===== src/rtl/ssr_pkg.sv =====
// Shared types, constants and helpers for the stream search-and-replace block.
// No dependencies; every other file in this folder imports this package.
package ssr_pkg;

    localparam int REG_BYTES               = 8;
    localparam int DEFAULT_MAX_PATTERN     = 8;
    localparam int DEFAULT_MAX_REPLACEMENT = 8;

    localparam logic [7:0] NEWLINE = 8'd10;

    // Configuration register indexes.
    typedef enum logic [1:0] {
        CFG_PATTERN_BYTES      = 2'd0,
        CFG_PATTERN_LENGTH     = 2'd1,
        CFG_REPLACEMENT_BYTES  = 2'd2,
        CFG_REPLACEMENT_LENGTH = 2'd3
    } cfg_reg_t;

    typedef struct packed {
        logic [7:0] data_byte;
        logic       end_of_stream;
    } in_item_t;

    typedef struct packed {
        logic [7:0] out_byte;
        logic       last_of_run;
    } out_item_t;

    // Per-cycle commands for the cell chain.
    typedef struct packed {
        logic shift;
        logic load;
        logic pat_load;
    } cell_ctrl_t;

    // A length of zero counts as one; anything above the cap counts as the cap.
    function automatic logic [3:0] clamp_len(input logic [3:0] value, input logic [3:0] cap);
        logic [3:0] result;
        if (value == 4'd0) begin
            result = 4'd1;
        end else if (value > cap) begin
            result = cap;
        end else begin
            result = value;
        end
        return result;
    endfunction

endpackage


===== src/rtl/ssr_cell.sv =====
// One cell of the match window: a held text byte and the pattern byte at its place.
// Depends on ssr_pkg for the control struct.
module ssr_cell
    import ssr_pkg::*;
(
    input  logic       aclk,
    input  cell_ctrl_t ctrl,
    input  logic [7:0] load_byte,
    input  logic [7:0] right_byte,
    input  logic [7:0] pat_byte,
    output logic [7:0] data_byte,
    output logic       eq
);

    logic [7:0] data_reg;
    logic [7:0] pat_reg;

    always_ff @(posedge aclk) begin
        if (ctrl.load) begin
            data_reg <= load_byte;
        end else if (ctrl.shift) begin
            data_reg <= right_byte;
        end
        if (ctrl.pat_load) begin
            pat_reg <= pat_byte;
        end
    end

    assign data_byte = data_reg;
    assign eq        = (data_reg == pat_reg);

endmodule


===== src/rtl/ssr_window.sv =====
// Chain of match cells that holds the undecided bytes and shifts them toward the head.
// Depends on ssr_pkg and ssr_cell.
module ssr_window
    import ssr_pkg::*;
#(
    parameter int NUM_CELLS = REG_BYTES,
    parameter int CNT_W     = $clog2(NUM_CELLS + 1)
) (
    input  logic                   aclk,
    input  cell_ctrl_t             ctrl,
    input  logic [CNT_W-1:0]       count,
    input  logic [7:0]             in_byte,
    input  logic [8*NUM_CELLS-1:0] pat_bytes,
    output logic [7:0]             head_byte,
    output logic                   all_ok
);

    logic [7:0]           cell_data [NUM_CELLS];
    logic [NUM_CELLS-1:0] cell_eq;

    for (genvar i = 0; i < NUM_CELLS; i++) begin : g_cell
        cell_ctrl_t cc;
        logic [7:0] right;

        always_comb begin
            cc.shift    = ctrl.shift;
            cc.pat_load = ctrl.pat_load;
            cc.load     = ctrl.load && (count == CNT_W'(i));
        end

        if (i == NUM_CELLS - 1) begin : g_tail
            assign right = cell_data[i];
        end else begin : g_body
            assign right = cell_data[i+1];
        end

        ssr_cell u_cell (
            .aclk       (aclk),
            .ctrl       (cc),
            .load_byte  (in_byte),
            .right_byte (right),
            .pat_byte   (pat_bytes[8*i +: 8]),
            .data_byte  (cell_data[i]),
            .eq         (cell_eq[i])
        );
    end

    // The held bytes form a prefix of the pattern when every occupied cell agrees.
    always_comb begin
        all_ok = 1'b1;
        for (int i = 0; i < NUM_CELLS; i++) begin
            if (CNT_W'(i) < count) begin
                all_ok = all_ok & cell_eq[i];
            end
        end
    end

    assign head_byte = cell_data[0];

endmodule


===== src/rtl/stream_search_replace.sv =====
// Top level of the stream search-and-replace block: configuration registers,
// sequencer and output stage. Depends on ssr_pkg and ssr_window.

// This block replaces every leftmost, non-overlapping occurrence of the search
// pattern in a byte stream with the replacement text; inserted text is never
// searched again and no match spans a newline. Bytes that could still begin a
// match are held in a chain of cells until a match or a mismatch decides them,
// so a transaction on the input may produce no output at once and several bytes
// later. Each input transaction is worked on alone: the block takes it, then
// decides or releases bytes one by one; in each step the window either shifts its
// head byte out or is compared in full against the active pattern. A completed
// match emits the replacement text. A newline or an end-of-stream transaction
// releases the held bytes and then a newline, the end of stream only when it
// closes a line with content. Output back-pressure can stall any step. The final
// byte caused by an input transaction carries last_of_run; it is kept one step
// back in a pending register so the flag can be set once the run is known to be
// over. Configuration is to be written only while the block is idle; a new
// pattern is taken into the cells only when a byte arrives with nothing held.
module stream_search_replace
    import ssr_pkg::*;
#(
    parameter int MAX_PATTERN     = DEFAULT_MAX_PATTERN,
    parameter int MAX_REPLACEMENT = DEFAULT_MAX_REPLACEMENT
) (
    input  logic      aclk,
    input  logic      aresetn,

    input  logic      cfg_wen,
    input  logic [1:0] cfg_index,
    input  logic [63:0] cfg_wdata,

    input  logic      s_valid,
    output logic      s_ready,
    input  in_item_t  s_payload,

    output logic      m_valid,
    input  logic      m_ready,
    output out_item_t m_payload
);

    // Effective limits: the registers hold at most eight bytes.
    localparam int PAT_CAP = (MAX_PATTERN < 1) ? 1 :
                             ((MAX_PATTERN < REG_BYTES) ? MAX_PATTERN : REG_BYTES);
    localparam int REP_CAP = (MAX_REPLACEMENT < 1) ? 1 :
                             ((MAX_REPLACEMENT < REG_BYTES) ? MAX_REPLACEMENT : REG_BYTES);
    localparam int CNT_W   = $clog2(PAT_CAP + 1);
    localparam int RIDX_W  = $clog2(REG_BYTES);

    typedef enum logic [2:0] {
        ST_IDLE,
        ST_SCAN,
        ST_REPL,
        ST_FLUSH,
        ST_TAIL,
        ST_FIN
    } state_t;

    // Configuration registers.
    logic [63:0] pattern_bytes_reg;
    logic [3:0]  pattern_length_reg;
    logic [63:0] replacement_bytes_reg;
    logic [3:0]  replacement_length_reg;

    // Sequencer state.
    state_t            state_reg, state_next;
    logic [CNT_W-1:0]  count_reg, count_next;
    logic              line_reg, line_next;
    logic              tail_nl_reg, tail_nl_next;
    logic [3:0]        plen_reg, plen_next;
    logic [RIDX_W-1:0] rep_idx_reg, rep_idx_next;

    // Pending byte and output register.
    logic [7:0] pend_byte_reg, pend_byte_next;
    logic       pend_valid_reg, pend_valid_next;
    logic       m_valid_reg, m_valid_next;
    out_item_t  m_payload_reg, m_payload_next;

    cell_ctrl_t win_ctrl;
    logic [7:0] head_byte;
    logic       all_ok;

    logic       out_free;
    logic       stall;
    logic       emit_req;
    logic       finish_req;
    logic [7:0] emit_byte;
    logic [3:0] rlen;

    ssr_window #(
        .NUM_CELLS (PAT_CAP),
        .CNT_W     (CNT_W)
    ) u_window (
        .aclk      (aclk),
        .ctrl      (win_ctrl),
        .count     (count_reg),
        .in_byte   (s_payload.data_byte),
        .pat_bytes (pattern_bytes_reg[8*PAT_CAP-1:0]),
        .head_byte (head_byte),
        .all_ok    (all_ok)
    );

    assign out_free = !m_valid_reg || m_ready;
    // A new byte or the end of a run pushes the pending byte out, which needs room.
    assign stall    = pend_valid_reg && !out_free;
    assign rlen     = clamp_len(replacement_length_reg, 4'(REP_CAP));
    assign s_ready  = (state_reg == ST_IDLE);

    always_comb begin
        state_next      = state_reg;
        count_next      = count_reg;
        line_next       = line_reg;
        tail_nl_next    = tail_nl_reg;
        plen_next       = plen_reg;
        rep_idx_next    = rep_idx_reg;
        pend_byte_next  = pend_byte_reg;
        pend_valid_next = pend_valid_reg;
        m_valid_next    = m_valid_reg;
        m_payload_next  = m_payload_reg;
        win_ctrl        = '0;
        emit_req        = 1'b0;
        finish_req      = 1'b0;
        emit_byte       = head_byte;

        unique case (state_reg)
            ST_IDLE: begin
                if (s_valid) begin
                    if (s_payload.end_of_stream) begin
                        // Held bytes count as line content.
                        tail_nl_next = line_reg || (count_reg != '0);
                        line_next    = 1'b0;
                        state_next   = ST_FLUSH;
                    end else if (s_payload.data_byte == NEWLINE) begin
                        tail_nl_next = 1'b1;
                        line_next    = 1'b0;
                        state_next   = ST_FLUSH;
                    end else begin
                        line_next = 1'b1;
                        if (count_reg == '0) begin
                            win_ctrl.pat_load = 1'b1;
                            plen_next = clamp_len(pattern_length_reg, 4'(PAT_CAP));
                        end
                        win_ctrl.load = 1'b1;
                        count_next    = count_reg + 1'b1;
                        state_next    = ST_SCAN;
                    end
                end
            end
            ST_SCAN: begin
                if (!stall) begin
                    if (all_ok) begin
                        if (4'(count_reg) == plen_reg) begin
                            count_next   = '0;
                            rep_idx_next = '0;
                            state_next   = ST_REPL;
                        end else begin
                            // Remaining bytes are a proper prefix; keep them held.
                            finish_req = 1'b1;
                            state_next = ST_IDLE;
                        end
                    end else begin
                        emit_req       = 1'b1;
                        win_ctrl.shift = 1'b1;
                        count_next     = count_reg - 1'b1;
                    end
                end
            end
            ST_REPL: begin
                if (!stall) begin
                    emit_req     = 1'b1;
                    emit_byte    = replacement_bytes_reg[8*rep_idx_reg +: 8];
                    rep_idx_next = rep_idx_reg + 1'b1;
                    if ({1'b0, rep_idx_reg} == rlen - 4'd1) begin
                        state_next = ST_FIN;
                    end
                end
            end
            ST_FLUSH: begin
                if (!stall) begin
                    if (count_reg != '0) begin
                        emit_req       = 1'b1;
                        win_ctrl.shift = 1'b1;
                        count_next     = count_reg - 1'b1;
                    end else if (tail_nl_reg) begin
                        state_next = ST_TAIL;
                    end else begin
                        finish_req = 1'b1;
                        state_next = ST_IDLE;
                    end
                end
            end
            ST_TAIL: begin
                if (!stall) begin
                    emit_req   = 1'b1;
                    emit_byte  = NEWLINE;
                    state_next = ST_FIN;
                end
            end
            ST_FIN: begin
                if (!stall) begin
                    finish_req = 1'b1;
                    state_next = ST_IDLE;
                end
            end
            default: begin
                state_next = ST_IDLE;
            end
        endcase

        if (m_valid_reg && m_ready) begin
            m_valid_next = 1'b0;
        end
        if (emit_req) begin
            if (pend_valid_reg) begin
                m_valid_next   = 1'b1;
                m_payload_next = '{out_byte: pend_byte_reg, last_of_run: 1'b0};
            end
            pend_byte_next  = emit_byte;
            pend_valid_next = 1'b1;
        end
        if (finish_req && pend_valid_reg) begin
            m_valid_next    = 1'b1;
            m_payload_next  = '{out_byte: pend_byte_reg, last_of_run: 1'b1};
            pend_valid_next = 1'b0;
        end
    end

    always_ff @(posedge aclk) begin
        if (!aresetn) begin
            state_reg              <= ST_IDLE;
            count_reg              <= '0;
            line_reg               <= 1'b0;
            tail_nl_reg            <= 1'b0;
            plen_reg               <= 4'd1;
            rep_idx_reg            <= '0;
            pend_valid_reg         <= 1'b0;
            m_valid_reg            <= 1'b0;
            pattern_bytes_reg      <= '0;
            pattern_length_reg     <= 4'd1;
            replacement_bytes_reg  <= '0;
            replacement_length_reg <= 4'd1;
        end else begin
            state_reg      <= state_next;
            count_reg      <= count_next;
            line_reg       <= line_next;
            tail_nl_reg    <= tail_nl_next;
            plen_reg       <= plen_next;
            rep_idx_reg    <= rep_idx_next;
            pend_valid_reg <= pend_valid_next;
            m_valid_reg    <= m_valid_next;
            if (cfg_wen) begin
                unique case (cfg_reg_t'(cfg_index))
                    CFG_PATTERN_BYTES:      pattern_bytes_reg      <= cfg_wdata;
                    CFG_PATTERN_LENGTH:     pattern_length_reg     <= cfg_wdata[3:0];
                    CFG_REPLACEMENT_BYTES:  replacement_bytes_reg  <= cfg_wdata;
                    CFG_REPLACEMENT_LENGTH: replacement_length_reg <= cfg_wdata[3:0];
                    default:                pattern_length_reg     <= pattern_length_reg;
                endcase
            end
        end
        pend_byte_reg <= pend_byte_next;
        m_payload_reg <= m_payload_next;
    end

    assign m_valid   = m_valid_reg;
    assign m_payload = m_payload_reg;

endmodule


===== config.mk =====
export PLATFORM = sky130hd
export DESIGN_NAME = stream_search_replace
export DESIGN_NICKNAME = d
export VERILOG_FILES = /design/src/rtl/ssr_pkg.sv /design/src/rtl/ssr_cell.sv /design/src/rtl/ssr_window.sv /design/src/rtl/stream_search_replace.sv
export SDC_FILE = /design/constraint.sdc
export NUM_CORES = 1
export LEC_CHECK = 0
export ABC_AREA = 1
export BUFFER_PORTS_ARGS = -buffer_cell sky130_fd_sc_hd__buf_4
export CORE_ASPECT_RATIO = 2
export CORE_UTILIZATION = 57
export DETAILED_ROUTE_END_ITERATION = 10
export PLACE_DENSITY = 0.76
export RECOVER_POWER = 25
export SLEW_MARGIN = 20
export SYNTH_ARGS = -nofsm -noshare
export SYNTH_HDL_FRONTEND = slang
export SYNTH_HIERARCHICAL = 1
export SYNTH_SLANG_ARGS = --single-unit

===== constraint.sdc =====
create_clock -name aclk -period 7.64 [get_ports aclk]
set_input_delay 1.528 -clock aclk [delete_from_list [all_inputs] [get_ports aclk]]
set_output_delay 1.528 -clock aclk [all_outputs]
set_load 0.02 [all_outputs]

==> metrics.txt <==
status=complete, but fails checks; failing checks=max-capacitance violations, max-slew violations; cts repair resizes=0; vias in the first global route=10800; PwrDens=~320 nW/um^2; Starting Density=58.0%; fin util=approximately two thirds; Placer Congestion=~0.98; Mapped Cells=approximately 1700; WL final=around 36000 um; total grt overflow=0; Synth Area per Inst=between 7 and 8 sq um; Setup crit end kind=flop; Hold Vio Cnt, Final=0; Iteration-0 DRC Markers=875; Routed Antenna Nets=0; CP max stage cell=clkbuf_1; height of the die=219 um; Post-CTS Hold Buffers=0; r2r setup slk=3.97 ns; Synth Warn #=6; first-pass GRT wire length=55600 um; CP peak stage delay=1.46 ns; Clk Latency, worst-skew pair=0.55 ns; core area=23200 sq um; final clock skew=0.0154 ns; commonest non-fill, non-tap cell in the layout=nand2_1; crit path time final=~4.2 ns; crit path cell chain=clkbuf_1 -> clkinv_1 -> a211oi_1; layout cell share with drive strength beyond 1=9.47%; Synth Cell Area=~13000 sq um; Post-CTS Repair Setup Buffers=0; # IOs=about 90; Rows=79; Leak Pwr=6.86 nW; largest net degree at the start of global routing=between 90 and 100; Clock H-tree levels=1; Die Footprint=roughly 24000 sq um; IO Port Bufs=90; synthesized flop and latch total=around 300; layout net count=roughly 1900; Post-DP HPWL=~26000 um; Fin Setup TNS=0 ns; Slew @ Worst Pin=2.11 ns; Max Cap Viol=2; kind of critical path=in2reg; Clk Tree Root Cell=clkbuf_16; Slew Limit Fails=85; CP max FO=between 40 and 50; Critical Path Start Type=input pin; Req. time, crit path=8.08 ns; FF/Latch Area=between 7000 and 8000 sq um; routed len/inst=roughly 17 um; DRT Pass-1 Iters=5; initial antenna violation count=1; commonest non-fill, non-tap cells in the layout=nand2_1 (473), nor2_1 (255), inv_1 (211); vias after detailed routing=approximately 11000; DR DRC count=0; DIE WIDTH=around 110 um; layout filler cell count=between 1500 and 2000; register area share after synthesis=between 50% and 60%; CTS tree=done; Synth cell types=34; area of the multi-input gates=a little under 5000 sq um; drt via density=5.41; area grow syn2layout=12.0%; clock buffer depth=3; Clock Sinks=between 200 and 300; fin crit share=54.6%; Slew Limit Headroom=-40.4%; HP Class=reg2reg; clock transition at the registers of the reported paths=about 0.070 ns; VDD IR-drop max=approximately 0.26 mV; CTS Buf Count=25; Mapped Nets=around 1800; critical path arrival=between 4 and 5 ns; Tot GR Track Use=between 20 and 30%; RSZ-0062 raised after global routing=false; # setup viols final=0; f_max=240 MHz
cells by family after synthesis:
family                     count (synthesis)  share of synthesized area (%)
and+or+nand+nor                          807                           23.7
buffers and inverters                    300                           8.53
adders and majority gates                  5                          0.465
DFF                                      299                           55.2
AOI/OAI and AO/OA                        311                           11.9
xor gates and xnor gates                   4                          0.260
stage by stage:
stage / cells / hold WS, ns / setup slack (ns) / instance area, sq um / total power, W
global placement: 2042 / 0.408 / 3.76 / 14300 / 0.00355
global route: 2089 / 0.424 / 3.25 / 15100 / 0.00506
detailed placement: 2042 / 0.410 / 3.65 / 14300 / 0.00359
finish: 2089 / 0.424 / 3.47 / 15100 / 0.00482
floorplan: 1726 / 0.403 / 2.83 / 13500 / 0.00313
CTS: 2088 / 0.419 / 4.22 / 15100 / 0.00482
worst max-delay path: cells and delay by family:
family,cells,cell delay [ns]
AO/OA/AOI/OAI,1,0.45
buffers and inverters,2,2.57
final timing paths:
check                              from                                    to  cells past startpoint
hold / removal    pattern_bytes_reg[16]  u_window/g_cell[2].u_cell/pat_reg[0]                      0
setup reg to reg           count_reg[0]                           plen_reg[2]                      9
hold reg to reg   pattern_bytes_reg[16]  u_window/g_cell[2].u_cell/pat_reg[0]                      0
setup / recovery                aresetn                              line_reg                      3
cells in the mapped netlist, drive strengths merged:
master | n | area [sq um]
nand2 | 478 | 1810
nor2 | 260 | 998
inv | 230 | 863
o21ai | 181 | 906
dfxtp | 155 | 3100
edfxtp | 144 | 4320
a21oi | 115 | 579
nand3 | 51 | 265
clkbuf | 50 | 188
buf | 16 | 82.6
or2 | 9 | 56.3
a21boi | 8 | 67.6
nor3 | 8 | 50.1
ha | 5 | 62.6
clkinv | 4 | 15.0
xor2 | 4 | 35.0
a211oi | 2 | 15.0
o211ai | 2 | 15.0
o21bai | 2 | 15.0
nand4 | 1 | 6.26
o22ai | 1 | 6.26
area by class of cell:
type,instances,area share [%]
timing repair buffer,99,4.83
inverter,234,5.82
sequential,299,49.3
multi-input combinational,1127,32.5
tap,283,2.35
clock buffer,34,4.75
antenna,1,0.0166
clock inverter,12,0.465
where the power goes:
group / total (W) / internal, W / switching, W
Clock: 0.00124 / 0.000663 / 0.000577
Combinational: 0.00127 / 0.000394 / 0.000873
Sequential: 0.00231 / 0.00207 / 0.000240
Total: 0.00482 / 0.00312 / 0.00169
metal layers:
| layer | track usage (%) | vias to the layer above | share of wire (%) |
|---|---|---|---|
| met4 | 21.0 | 0 | 7.3 |
| met5 | 0 | - | 0 |
| met1 | 32.0 | 5226 | 37 |
| li1 | - | 5578 | - |
| met2 | 54.7 | 382 | 51 |
| met3 | 2.65 | 113 | 4.9 |
(Power assumes the default switching activity.)
